<file path="src/rtl/fpsc_pkg.sv">
// Types and constants of the passive serial configurator.
package fpsc_pkg;

  localparam logic [1:0] OP_START = 2'd0;
  localparam logic [1:0] OP_TICK  = 2'd1;
  localparam logic [1:0] OP_DATA  = 2'd2;

  localparam logic [2:0] PH_IDLE     = 3'd0;
  localparam logic [2:0] PH_PULSE    = 3'd1;
  localparam logic [2:0] PH_STATUS   = 3'd2;
  localparam logic [2:0] PH_LOAD     = 3'd3;
  localparam logic [2:0] PH_DONEWAIT = 3'd4;
  localparam logic [2:0] PH_DONE     = 3'd5;
  localparam logic [2:0] PH_ERROR    = 3'd6;

  localparam logic [1:0] REG_BITSTREAM_BYTES = 2'd0;
  localparam logic [1:0] REG_NCONFIG_LOW     = 2'd1;
  localparam logic [1:0] REG_STATUS_WAIT     = 2'd2;
  localparam logic [1:0] REG_DONE_TIMEOUT    = 2'd3;

  localparam logic [31:0] RST_BITSTREAM_BYTES = 32'd1;
  localparam logic [15:0] RST_NCONFIG_LOW     = 16'd50;
  localparam logic [15:0] RST_STATUS_WAIT     = 16'd300;
  localparam logic [15:0] RST_DONE_TIMEOUT    = 16'd200;

  // One result record: a single beat, or a byte that is shifted out as eight beats.
  typedef struct packed {
    logic [7:0] data;
    logic       multi;
    logic       idle_high;
    logic       nconfig;
    logic [2:0] phase;
  } fpsc_rec_t;

endpackage

</file>
<file path="src/rtl/fpsc_core.sv">
// Input register, configuration registers and the sequencing state update.
module fpsc_core
  import fpsc_pkg::*;
#(
  parameter int TICK_COUNT_BITS = 16
) (
  input  logic             clk,
  input  logic             rst_n,
  input  logic             in_valid,
  output logic             in_stall,
  input  logic [1:0]       in_opcode,
  input  logic [31:0]      in_declared_size,
  input  logic [7:0]       in_data_byte,
  input  logic             in_nstatus_level,
  input  logic             in_cdone_level,
  input  logic             cfg_we,
  input  logic [1:0]       cfg_index,
  input  logic [31:0]      cfg_wdata,
  input  logic             rec_ready,
  output logic             rec_valid,
  output fpsc_rec_t        rec
);

  localparam int CW = (TICK_COUNT_BITS > 16) ? TICK_COUNT_BITS : 16;
  localparam logic [TICK_COUNT_BITS-1:0] TICK_MAX = {TICK_COUNT_BITS{1'b1}};

  logic        ir_valid_r;
  logic [1:0]  ir_op_r;
  logic [31:0] ir_size_r;
  logic [7:0]  ir_byte_r;
  logic        ir_nstat_r;
  logic        ir_cdone_r;

  logic [31:0] bb_r;
  logic [15:0] nlow_r, swait_r, dto_r;

  logic [2:0]                 phase_r, phase_nxt;
  logic [TICK_COUNT_BITS-1:0] tick_r, tick_nxt, tick_inc;
  logic [31:0]                bytes_r, bytes_nxt, bytes_inc;
  logic                       ncfg_r, ncfg_nxt;
  logic                       d0_r, d0_nxt;
  logic                       multi;
  logic [15:0]                thr;
  logic                       hit;
  logic                       accept, advance;

  assign advance  = ir_valid_r && rec_ready;
  assign in_stall = ir_valid_r && !rec_ready;
  assign accept   = in_valid && !in_stall;

  always_ff @(posedge clk) begin
    if (!rst_n) begin
      ir_valid_r <= 1'b0;
    end else if (accept) begin
      ir_valid_r <= 1'b1;
    end else if (advance) begin
      ir_valid_r <= 1'b0;
    end
  end

  always_ff @(posedge clk) begin
    if (accept) begin
      ir_op_r    <= in_opcode;
      ir_size_r  <= in_declared_size;
      ir_byte_r  <= in_data_byte;
      ir_nstat_r <= in_nstatus_level;
      ir_cdone_r <= in_cdone_level;
    end
  end

  always_ff @(posedge clk) begin
    if (!rst_n) begin
      bb_r    <= RST_BITSTREAM_BYTES;
      nlow_r  <= RST_NCONFIG_LOW;
      swait_r <= RST_STATUS_WAIT;
      dto_r   <= RST_DONE_TIMEOUT;
    end else if (cfg_we) begin
      case (cfg_index)
        REG_BITSTREAM_BYTES: bb_r    <= cfg_wdata;
        REG_NCONFIG_LOW:     nlow_r  <= cfg_wdata[15:0];
        REG_STATUS_WAIT:     swait_r <= cfg_wdata[15:0];
        REG_DONE_TIMEOUT:    dto_r   <= cfg_wdata[15:0];
        default:             bb_r    <= bb_r;
      endcase
    end
  end

  // The tick counter saturates; a saturated count meets any threshold.
  assign tick_inc  = (tick_r != TICK_MAX) ? tick_r + 1'b1 : tick_r;
  assign bytes_inc = bytes_r + 32'd1;

  always_comb begin
    case (phase_r)
      PH_PULSE:  thr = nlow_r;
      PH_STATUS: thr = swait_r;
      default:   thr = dto_r;
    endcase
  end

  assign hit = (CW'(tick_inc) >= CW'(thr)) || (tick_inc == TICK_MAX);

  always_comb begin
    phase_nxt = phase_r;
    tick_nxt  = tick_r;
    bytes_nxt = bytes_r;
    ncfg_nxt  = ncfg_r;
    d0_nxt    = d0_r;
    multi     = 1'b0;
    case (ir_op_r)
      OP_START: begin
        if (phase_r == PH_IDLE || phase_r == PH_DONE || phase_r == PH_ERROR) begin
          d0_nxt    = 1'b0;
          bytes_nxt = '0;
          tick_nxt  = '0;
          if (ir_size_r != bb_r) begin
            ncfg_nxt  = 1'b1;
            phase_nxt = PH_ERROR;
          end else begin
            ncfg_nxt  = 1'b0;
            phase_nxt = PH_PULSE;
          end
        end
      end
      OP_TICK: begin
        case (phase_r)
          PH_PULSE: begin
            tick_nxt = tick_inc;
            if (hit) begin
              ncfg_nxt  = 1'b1;
              tick_nxt  = '0;
              phase_nxt = (swait_r == 16'd0) ? PH_LOAD : PH_STATUS;
            end
          end
          PH_STATUS: begin
            tick_nxt = tick_inc;
            if (hit) begin
              tick_nxt  = '0;
              phase_nxt = PH_LOAD;
            end
          end
          PH_LOAD: begin
            if (!ir_nstat_r) begin
              phase_nxt = PH_ERROR;
            end
          end
          PH_DONEWAIT: begin
            if (ir_cdone_r) begin
              d0_nxt    = 1'b1;
              phase_nxt = PH_DONE;
            end else begin
              tick_nxt = tick_inc;
              if (hit) begin
                phase_nxt = PH_ERROR;
              end
            end
          end
          default: begin
            phase_nxt = phase_r;
          end
        endcase
      end
      OP_DATA: begin
        if (phase_r == PH_LOAD) begin
          if (!ir_nstat_r) begin
            phase_nxt = PH_ERROR;
          end else begin
            multi     = 1'b1;
            d0_nxt    = ir_byte_r[7];
            bytes_nxt = bytes_inc;
            if (bytes_inc == bb_r) begin
              tick_nxt  = '0;
              phase_nxt = PH_DONEWAIT;
            end
          end
        end
      end
      default: begin
        phase_nxt = phase_r;
      end
    endcase
  end

  always_ff @(posedge clk) begin
    if (!rst_n) begin
      phase_r <= PH_IDLE;
      tick_r  <= '0;
      bytes_r <= '0;
      ncfg_r  <= 1'b1;
      d0_r    <= 1'b0;
    end else if (advance) begin
      phase_r <= phase_nxt;
      tick_r  <= tick_nxt;
      bytes_r <= bytes_nxt;
      ncfg_r  <= ncfg_nxt;
      d0_r    <= d0_nxt;
    end
  end

  assign rec_valid     = advance;
  assign rec.data      = multi ? ir_byte_r : {7'd0, d0_nxt};
  assign rec.multi     = multi;
  assign rec.idle_high = (phase_nxt == PH_DONE);
  assign rec.nconfig   = ncfg_nxt;
  assign rec.phase     = phase_nxt;

endmodule

</file>
<file path="src/rtl/fpsc_ser.sv">
// Two-entry result queue that expands byte records into eight serial beats.
module fpsc_ser
  import fpsc_pkg::*;
(
  input  logic      clk,
  input  logic      rst_n,
  input  logic      rec_valid,
  input  fpsc_rec_t rec,
  output logic      rec_ready,
  output logic      out_valid,
  input  logic      out_stall,
  output logic      out_data0_level,
  output logic      out_dclk_pulse,
  output logic      out_dclk_idle_high,
  output logic      out_nconfig_level,
  output logic [2:0] out_phase,
  output logic      out_last
);

  fpsc_rec_t  q_r [2];
  logic       wr_ptr_r, rd_ptr_r;
  logic [1:0] count_r;
  logic [2:0] bit_r;
  fpsc_rec_t  head;
  logic       beat, pop, push;

  assign head      = q_r[rd_ptr_r];
  assign rec_ready = (count_r != 2'd2);
  assign push      = rec_valid;
  assign out_valid = (count_r != 2'd0);
  assign beat      = out_valid && !out_stall;
  assign pop       = beat && out_last;

  assign out_data0_level    = head.multi ? head.data[bit_r] : head.data[0];
  assign out_dclk_pulse     = head.multi;
  assign out_dclk_idle_high = head.idle_high;
  assign out_nconfig_level  = head.nconfig;
  assign out_phase          = head.phase;
  assign out_last           = !head.multi || (bit_r == 3'd7);

  always_ff @(posedge clk) begin
    if (push) begin
      q_r[wr_ptr_r] <= rec;
    end
  end

  always_ff @(posedge clk) begin
    if (!rst_n) begin
      wr_ptr_r <= 1'b0;
      rd_ptr_r <= 1'b0;
      count_r  <= 2'd0;
      bit_r    <= 3'd0;
    end else begin
      if (push) begin
        wr_ptr_r <= ~wr_ptr_r;
      end
      if (pop) begin
        rd_ptr_r <= ~rd_ptr_r;
        bit_r    <= 3'd0;
      end else if (beat) begin
        bit_r <= bit_r + 3'd1;
      end
      count_r <= count_r + {1'b0, push} - {1'b0, pop};
    end
  end

endmodule

</file>
<file path="src/rtl/fpga_passive_serial_configurator.sv">
// Top level of the passive serial FPGA configurator.
//
//   Channel  Direction  Handshake           Beat contents
//   in_      input      in_valid/in_stall   opcode, declared size, data byte, pin samples
//   out_     output     out_valid/out_stall DATA0, DCLK pulse, DCLK idle, nCONFIG, phase, last
//   cfg_     input      cfg_we              register index and write data
//
// An accepted item is held in the input register until the queue has room, then
// updates the sequencing state and drops one result record into a two-entry queue.
// A data byte taken in the loading phase with nSTATUS high leaves as eight beats,
// one per cycle while the output does not stall, LSB first; every other item
// leaves as one beat. The output serializer therefore sets the sustained rate.
// Reset is synchronous and active low; it releases nCONFIG and returns to idle.
// A stall on the output holds the current beat and, once the queue is full,
// backs up into the input stall.
module fpga_passive_serial_configurator
  import fpsc_pkg::*;
#(
  parameter int TICK_COUNT_BITS = 16
) (
  input  logic        clk,
  input  logic        rst_n,
  input  logic        in_valid,
  output logic        in_stall,
  input  logic [1:0]  in_opcode,
  input  logic [31:0] in_declared_size,
  input  logic [7:0]  in_data_byte,
  input  logic        in_nstatus_level,
  input  logic        in_cdone_level,
  output logic        out_valid,
  input  logic        out_stall,
  output logic        out_data0_level,
  output logic        out_dclk_pulse,
  output logic        out_dclk_idle_high,
  output logic        out_nconfig_level,
  output logic [2:0]  out_phase,
  output logic        out_last,
  input  logic        cfg_we,
  input  logic [1:0]  cfg_index,
  input  logic [31:0] cfg_wdata
);

  // Record handoff between the state update and the serializer.
  fpsc_rec_t rec;
  logic      rec_valid;
  logic      rec_ready;

  // The core owns the input register, the configuration registers and the
  // phase, tick, byte and pin-level state.
  fpsc_core #(
    .TICK_COUNT_BITS(TICK_COUNT_BITS)
  ) u_core (
    .clk                (clk),
    .rst_n              (rst_n),
    .in_valid           (in_valid),
    .in_stall           (in_stall),
    .in_opcode          (in_opcode),
    .in_declared_size   (in_declared_size),
    .in_data_byte       (in_data_byte),
    .in_nstatus_level   (in_nstatus_level),
    .in_cdone_level     (in_cdone_level),
    .cfg_we             (cfg_we),
    .cfg_index          (cfg_index),
    .cfg_wdata          (cfg_wdata),
    .rec_ready          (rec_ready),
    .rec_valid          (rec_valid),
    .rec                (rec)
  );

  // The serializer queues records so that a new item can be taken while a
  // byte is still being shifted out, and counts the eight bit beats.
  fpsc_ser u_ser (
    .clk                (clk),
    .rst_n              (rst_n),
    .rec_valid          (rec_valid),
    .rec                (rec),
    .rec_ready          (rec_ready),
    .out_valid          (out_valid),
    .out_stall          (out_stall),
    .out_data0_level    (out_data0_level),
    .out_dclk_pulse     (out_dclk_pulse),
    .out_dclk_idle_high (out_dclk_idle_high),
    .out_nconfig_level  (out_nconfig_level),
    .out_phase          (out_phase),
    .out_last           (out_last)
  );

endmodule

</file>
<file path="config.mk">
export PLATFORM = sky130hd
export DESIGN_NAME = fpga_passive_serial_configurator
export DESIGN_NICKNAME = d
export VERILOG_FILES = /design/src/rtl/fpsc_pkg.sv /design/src/rtl/fpsc_core.sv /design/src/rtl/fpsc_ser.sv /design/src/rtl/fpga_passive_serial_configurator.sv
export SDC_FILE = /design/constraint.sdc
export NUM_CORES = 1
export LEC_CHECK = 0
export ABC_AREA = 1
export BUFFER_PORTS_ARGS = -buffer_cell sky130_fd_sc_hd__buf_2
export CORE_UTILIZATION = 60
export DETAILED_ROUTE_END_ITERATION = 7
export PLACE_DENSITY = 0.8
export SYNTH_ARGS = -nofsm -noshare
export SYNTH_HDL_FRONTEND = slang
export SYNTH_HIERARCHICAL = 1
export SYNTH_SLANG_ARGS = --single-unit
</file>
<file path="constraint.sdc">
create_clock -name clk -period 3.91 [get_ports clk]
set_clock_uncertainty 0.05 [all_clocks]
set_input_delay 0.391 -clock clk [delete_from_list [all_inputs] [get_ports clk]]
set_output_delay 0.391 -clock clk [all_outputs]
set_load 0.05 [all_outputs]
</file>
== Word level (Yosys, flattened, before mapping) ==
Memories as Yosys holds them, arrays and structs flattened. A register that Yosys moved wholly into a read port is not among the register bits.
Cells that the tools add are included.
Word-level totals
  bits in registers: 185
  RAM bits: 28
  bits of input ports: 83
  output and inout port bits: 10
  memories kept: 1
Cells by class
  add/subtract/negate cells: 5
  order comparisons: 2
  equal/unequal tests: 24
  multiplexer cells: 51
  bitwise logic cells: 3
  reductions and logical operators: 29
Memory list
  u_ser.q_r: depth 2, width 14, read ports 1, clocked after Yosys merged registers in 1, write ports 1, RTL line fpsc_ser.sv:20  | fpsc_rec_t q_r [2];
Operators with widths (number)
  16-bit 2-to-1 mux: 7
  32-bit 2-to-1 mux: 3
  16-bit case mux with 2 select lines: 2
  32-bit case mux with 2 select lines: 1
  16-bit case mux with 3 select lines: 1
  32-bit by 1-bit adder with 32-bit output, second input constant: 1
  32-bit == test: 1
  32-bit != test: 1
  3-bit 2-to-1 mux: 10
  1-bit 2-to-1 mux: 21
  16-bit by 1-bit adder with 16-bit output, second input constant: 1
  16-bit == test, second input constant: 1
  16-bit >= comparator: 1
  16-bit zero test: 1
  16-bit != test, second input constant: 1
  3-bit == test, second input constant: 5
  3-bit case mux with 4 select lines: 1
  3-bit case mux with 3 select lines: 1
  8-bit 2-to-1 mux: 1
  2-bit by 1-bit != test with 1-bit output, second input constant: 4
  2-bit AND reduction: 4
  8-bit AND reduction: 1
  2-bit == test, second input constant: 3
  3-bit by 2-bit == test with 1-bit output, second input constant: 2
  22 further kinds: 39

== Depth between registers and ports, before layout ==
  depth after elaboration: 9
  depth in mapped cells: 28

== Modules after synthesis ==
The synthesis kept the hierarchy.
Modules (own cells, without submodules)
  fpsc_core: times used 1, cells each 1355, area an instance 9795.6 um^2
  fpsc_ser: times used 1, cells each 148, area an instance 1560.2 um^2

== Least setup slack after synthesis ==
Ideal clock, no wire load.
  path type: reg2reg
  from: reg u_ser.count_r[0]
  to: reg u_core.ir_byte_r[0] (enable)
  setup time: 0.446 ns
  arrival: 2.645 ns
  path slack: 0.769 ns
  stages on the path, launching flop included: 7
  buffers on the path: 0
  period minus slack after synthesis: 3.141 ns
  cells stage by stage: dfxtp_1 inv_1 nand2_1 inv_1 nand2_1 inv_1 nor2_1
Between the ends
  word-level cells in the longest chain between the ends: 5
RTL lines
  start: declaration: RTL line fpsc_ser.sv:22  | logic [1:0] count_r;
  start signal: assignment: RTL line fpsc_ser.sv:63  | count_r <= count_r + {1'b0, push} - {1'b0, pop};
  2-bit != test: RTL line fpsc_ser.sv:28  | assign rec_ready = (count_r != 2'd2);
  via rec_ready: RTL line fpga_passive_serial_configurator.sv:46  | logic rec_ready;
  1-bit zero test: RTL line fpsc_core.sv:48  | assign in_stall = ir_valid_r && !rec_ready;
  1-bit logical AND: RTL line fpsc_core.sv:48
  via in_stall: RTL line fpga_passive_serial_configurator.sv:24  | output logic in_stall,
  1-bit zero test: RTL line fpsc_core.sv:49  | assign accept = in_valid && !in_stall;
  1-bit logical AND: RTL line fpsc_core.sv:49
  via u_core.accept: RTL line fpsc_core.sv:45  | logic accept, advance;
  end signal: assignment: RTL line fpsc_core.sv:65  | ir_byte_r <= in_data_byte;
  end: declaration: RTL line fpsc_core.sv:30  | logic [7:0] ir_byte_r;
The timed path passes the listed nets, and every way through them passes these cells.
A chain may end at the register's enable or synchronous reset.

==> impl_metrics.json <==
{
  "status": "finished, final reports clean",
  "grt_max_degree": 42,
  "hp-start": "in_declared_size[31]",
  "cts_tree": "done",
  "grt_usage_pct": 30.66,
  "clock_path_buffers": 3,
  "critPathRequiredTime_ps": 4110,
  "slew_headroom_pct": 23.02,
  "r2r_slack_ps": 350,
  "io_pins": 93,
  "wl_per_cell_um": 16.00,
  "tightest_slew_ps": 1155,
  "drive_gt1_share_pct": 13.47,
  "rows": 49,
  "syn-cell-area_sq_um": 11360,
  "min_period_ps": 3565,
  "irDropWorstVdd_uv": 423.5,
  "syn-num-nets": 1608,
  "dp_hpwl_mm": 20.48,
  "htreeDepth": 1,
  "drt_pass1_iterations": 6,
  "min_period_over_period_pct": 91.17,
  "crit_path_start": "u_core/phase_r[1]$_SDFFE_PN0P_",
  "p_leak_nw": 5.363,
  "ys_ff_latch": 214,
  "yosysTopAreaCell": "dfxtp_1",
  "routabilityCongestion": 0.8998,
  "final_hold_viol_count": 0,
  "setup_tns_ps": 0,
  "vias_per_cell": 5.581,
  "cp_cell_sequence": "inv_2 > nor2_2 > nand2_2 > nand2_2 > nor2_1 > a221oi_1 > ha_1 > a21oi_1 > o21ai_0 > nand2_1 > o211ai_1 > nor2_1 > nand2_2 > nand3b_1 > nand3_1 > a21oi_1 > nand2_1 > nand2_1 > nor2_1",
  "cts_buffers": 23,
  "drt-total-wl_mm": 29.55,
  "slowest_delay_ps": 440,
  "cts.sinks": 214,
  "synth_edf_count": 72,
  "worstSetupPathType": "register to register",
  "post-route-drc-count": 0,
  "yosys_warnings": 6,
  "cts_root_buf": "clkbuf_16",
  "clk_latency_ps": 510,
  "cp-start-kind": "register",
  "critPathSlowestCell": "dfxtp_1",
  "dr_total_vias": 10308,
  "ys_async_sr_fraction_pct": 0,
  "fin_util_pct": 71.10,
  "initial_core_util_pct": 62.16,
  "end_kind": "register",
  "fmax_ghz": 0.2805,
  "dieArea_sq_um": 19480,
  "synth.distinct_cells": 51,
  "die_width_um": 139.6,
  "ys_seq_area_share_pct": 44.07,
  "die_h_um": 139.6,
  "cp_max_fo": 19,
  "maxCapViolCount": 0,
  "hold_slack_ps": 12.95,
  "grt_pass1_vias": 9774,
  "r2r_end": "u_ser/q_r[0][4]$_DFFE_PP_",
  "drt_iter0_drc": 849,
  "rsz0062_at_grt": "no",
  "ys.flop_type": "dfxtp_1",
  "portBuffers": 92,
  "antenna_found_initial": 0,
  "core_sq_um": 18270,
  "syn_avg_cell_area_sq_um": 7.555,
  "final_antenna_net_count": 0,
  "synth.top_cells.by_count": "nand2_1 (361), nor2_1 (191), dfxtp_1 (142), inv_1 (139), nand3_1 (119)",
  "grt_pass1_wl_mm": 47.88,
  "finalNetCount": 1708,
  "area_delta_synth_final_pct": 14.39,
  "diodes": 0,
  "crit_path_end": "u_ser/q_r[0][4]$_DFFE_PP_",
  "r2r_cells": 19,
  "overflow": 0,
  "setup_viol": 0,
  "hp-class": "primary input to register",
  "ys_top_cells_by_area": "dfxtp_1 (25%), edfxtp_1 (19%), nand2_1 (12%)",
  "drv_slew": 0,
  "path_clk_slew_ps": 60,
  "synth_top_area_share_pct": 25.03,
  "cp_data_arrival_time_ps": 3760,
  "synthCells": 1503,
  "power_density_nw_per_um2": 457.3,
  "synth.most_common_cell": "nand2_1",
  "reg2reg_from": "u_core/phase_r[1]$_SDFFE_PN0P_"
}
power breakdown:
| group | internal (W) | switching, W | total [W] |
|---|---|---|---|
| registers | 0.00245 | 0.000108 | 0.00256 |
| clock network | 0.00151 | 0.000875 | 0.00239 |
| logic | 0.000326 | 0.000668 | 0.000994 |
| total | 0.00429 | 0.00165 | 0.00594 |
metrics by stage:
step / setup WS [ps] / std cells / cell area (sq um) / total power (W)
2_1_floorplan: 769.0 / 1503 / 11360 / 0.003313
3_3_place_gp: 467.3 / 1788 / 11970 / 0.003548
3_5_place_dp: 443.9 / 1788 / 11970 / 0.003567
4_1_cts: 416.4 / 1845 / 12960 / 0.005960
5_1_grt: 25.51 / 1847 / 12990 / 0.006182
6_report: 345.4 / 1847 / 12990 / 0.005941
worst min-delay path by stage:
stage,slack [ps],cells after the start,end
after floorplan,380,1,register
after global placement,380,1,register
after detailed placement,390,2,u_core/nlow_r[1]$_SDFFE_PN1P_
after CTS,0.2,1,u_core/ir_size_r[31]$_DFFE_PP_
after global routing,2,1,u_core/ir_size_r[16]$_DFFE_PP_
final,10,1,u_core/ir_size_r[31]$_DFFE_PP_
registers in the layout, indices dropped and copies added, names as in the netlist, named ones only:
register and flops:
u_core/d0_r 1, u_core/tick_r 16, u_core/ir_op_r 2, u_ser/q_r 28, u_ser/rd_ptr_r 1, u_core/ir_valid_r 1
u_core/bb_r 32, u_core/ir_nstat_r 1, u_core/bytes_r 32, u_core/ir_byte_r 8, u_core/nlow_r 16, u_core/dto_r 16
u_ser/count_r 2, u_core/ir_size_r 32, u_core/phase_r 3, u_ser/bit_r 3, u_core/ir_cdone_r 1, u_ser/wr_ptr_r 1
u_core/ncfg_r 1, u_core/swait_r 16
cells by family after synthesis:
logic type / share of synthesized area [%]
DFF: 44.07
adders and majority gates: 2.424
xor gates and xnor gates: 4.143
AOI/OAI and AO/OA: 12.09
and+or+nand+nor: 30.13
buffers and inverters: 7.140
routing by layer:
| metal | wire [um] | vias to the layer above | track usage (%) | share of wire [%] |
|---|---|---|---|---|
| li1 | - | 5152 | - | - |
| met1 | 13010 | 4754 | 41.35 | 44 |
| met3 | 1976 | 44 | 3.889 | 6.7 |
| met2 | 13940 | 358 | 52.31 | 47 |
| met5 | 0 | - | 0 | 0 |
| met4 | 615 | 0 | 7.634 | 2.1 |
critical path: cells and delay by family (launching register included):
kind | cells | cell delay, ps
and+or+nand+nor | 12 | 1480
AOI/OAI and AO/OA | 5 | 870
DFF | 1 | 440
adders and majority gates | 1 | 320
buffers and inverters | 1 | 110
layout make-up:
class / instances / area, sq um
Multi-Input combinational cell: 1091 / 5560
Clock inverter: 10 / 203.9
Timing Repair Buffer: 124 / 748.2
Tap cell: 229 / 286.5
Fill cell: 1517 / 5280
Inverter: 149 / 564.3
Sequential cell: 214 / 5005
Clock buffer: 30 / 621.8
what timing repair did:
| action | CTS | global route |
|---|---|---|
| resized for setup | 0 | 1 |
| setup endpoints to repair | 0 | 2 |
| hold buffers | 17 | 2 |
| setup buffers | 0 | 0 |
| endpoints found under the hold margin | 17 | 2 |
cell usage in the layout (no fill, tap or decap), types with 9 or more instances in the layout:
| cell | synthesis | final |
|---|---|---|
| nand2_1 | 361 | 361 |
| nor2_1 | 191 | 190 |
| dfxtp_1 | 142 | 142 |
| inv_1 | 139 | 139 |
| nand3_1 | 119 | 119 |
| a21oi_1 | 97 | 97 |
| o21ai_0 | 97 | 97 |
| buf_2 | 10 | 92 |
| edfxtp_1 | 72 | 72 |
| xnor2_1 | 34 | 34 |
| clkbuf_16 | 0 | 23 |
| ha_1 | 22 | 22 |
| nand2_2 | 21 | 21 |
| nor2_2 | 20 | 20 |
| dlygate4sd3_1 | 0 | 19 |
| nand4_1 | 16 | 16 |
| xor2_1 | 17 | 16 |
| nand3b_1 | 14 | 14 |
| buf_4 | 5 | 13 |
| a221oi_1 | 12 | 12 |
| a31oi_1 | 11 | 11 |
| nor3_1 | 10 | 9 |
Power figures use the tool's default switching activity.
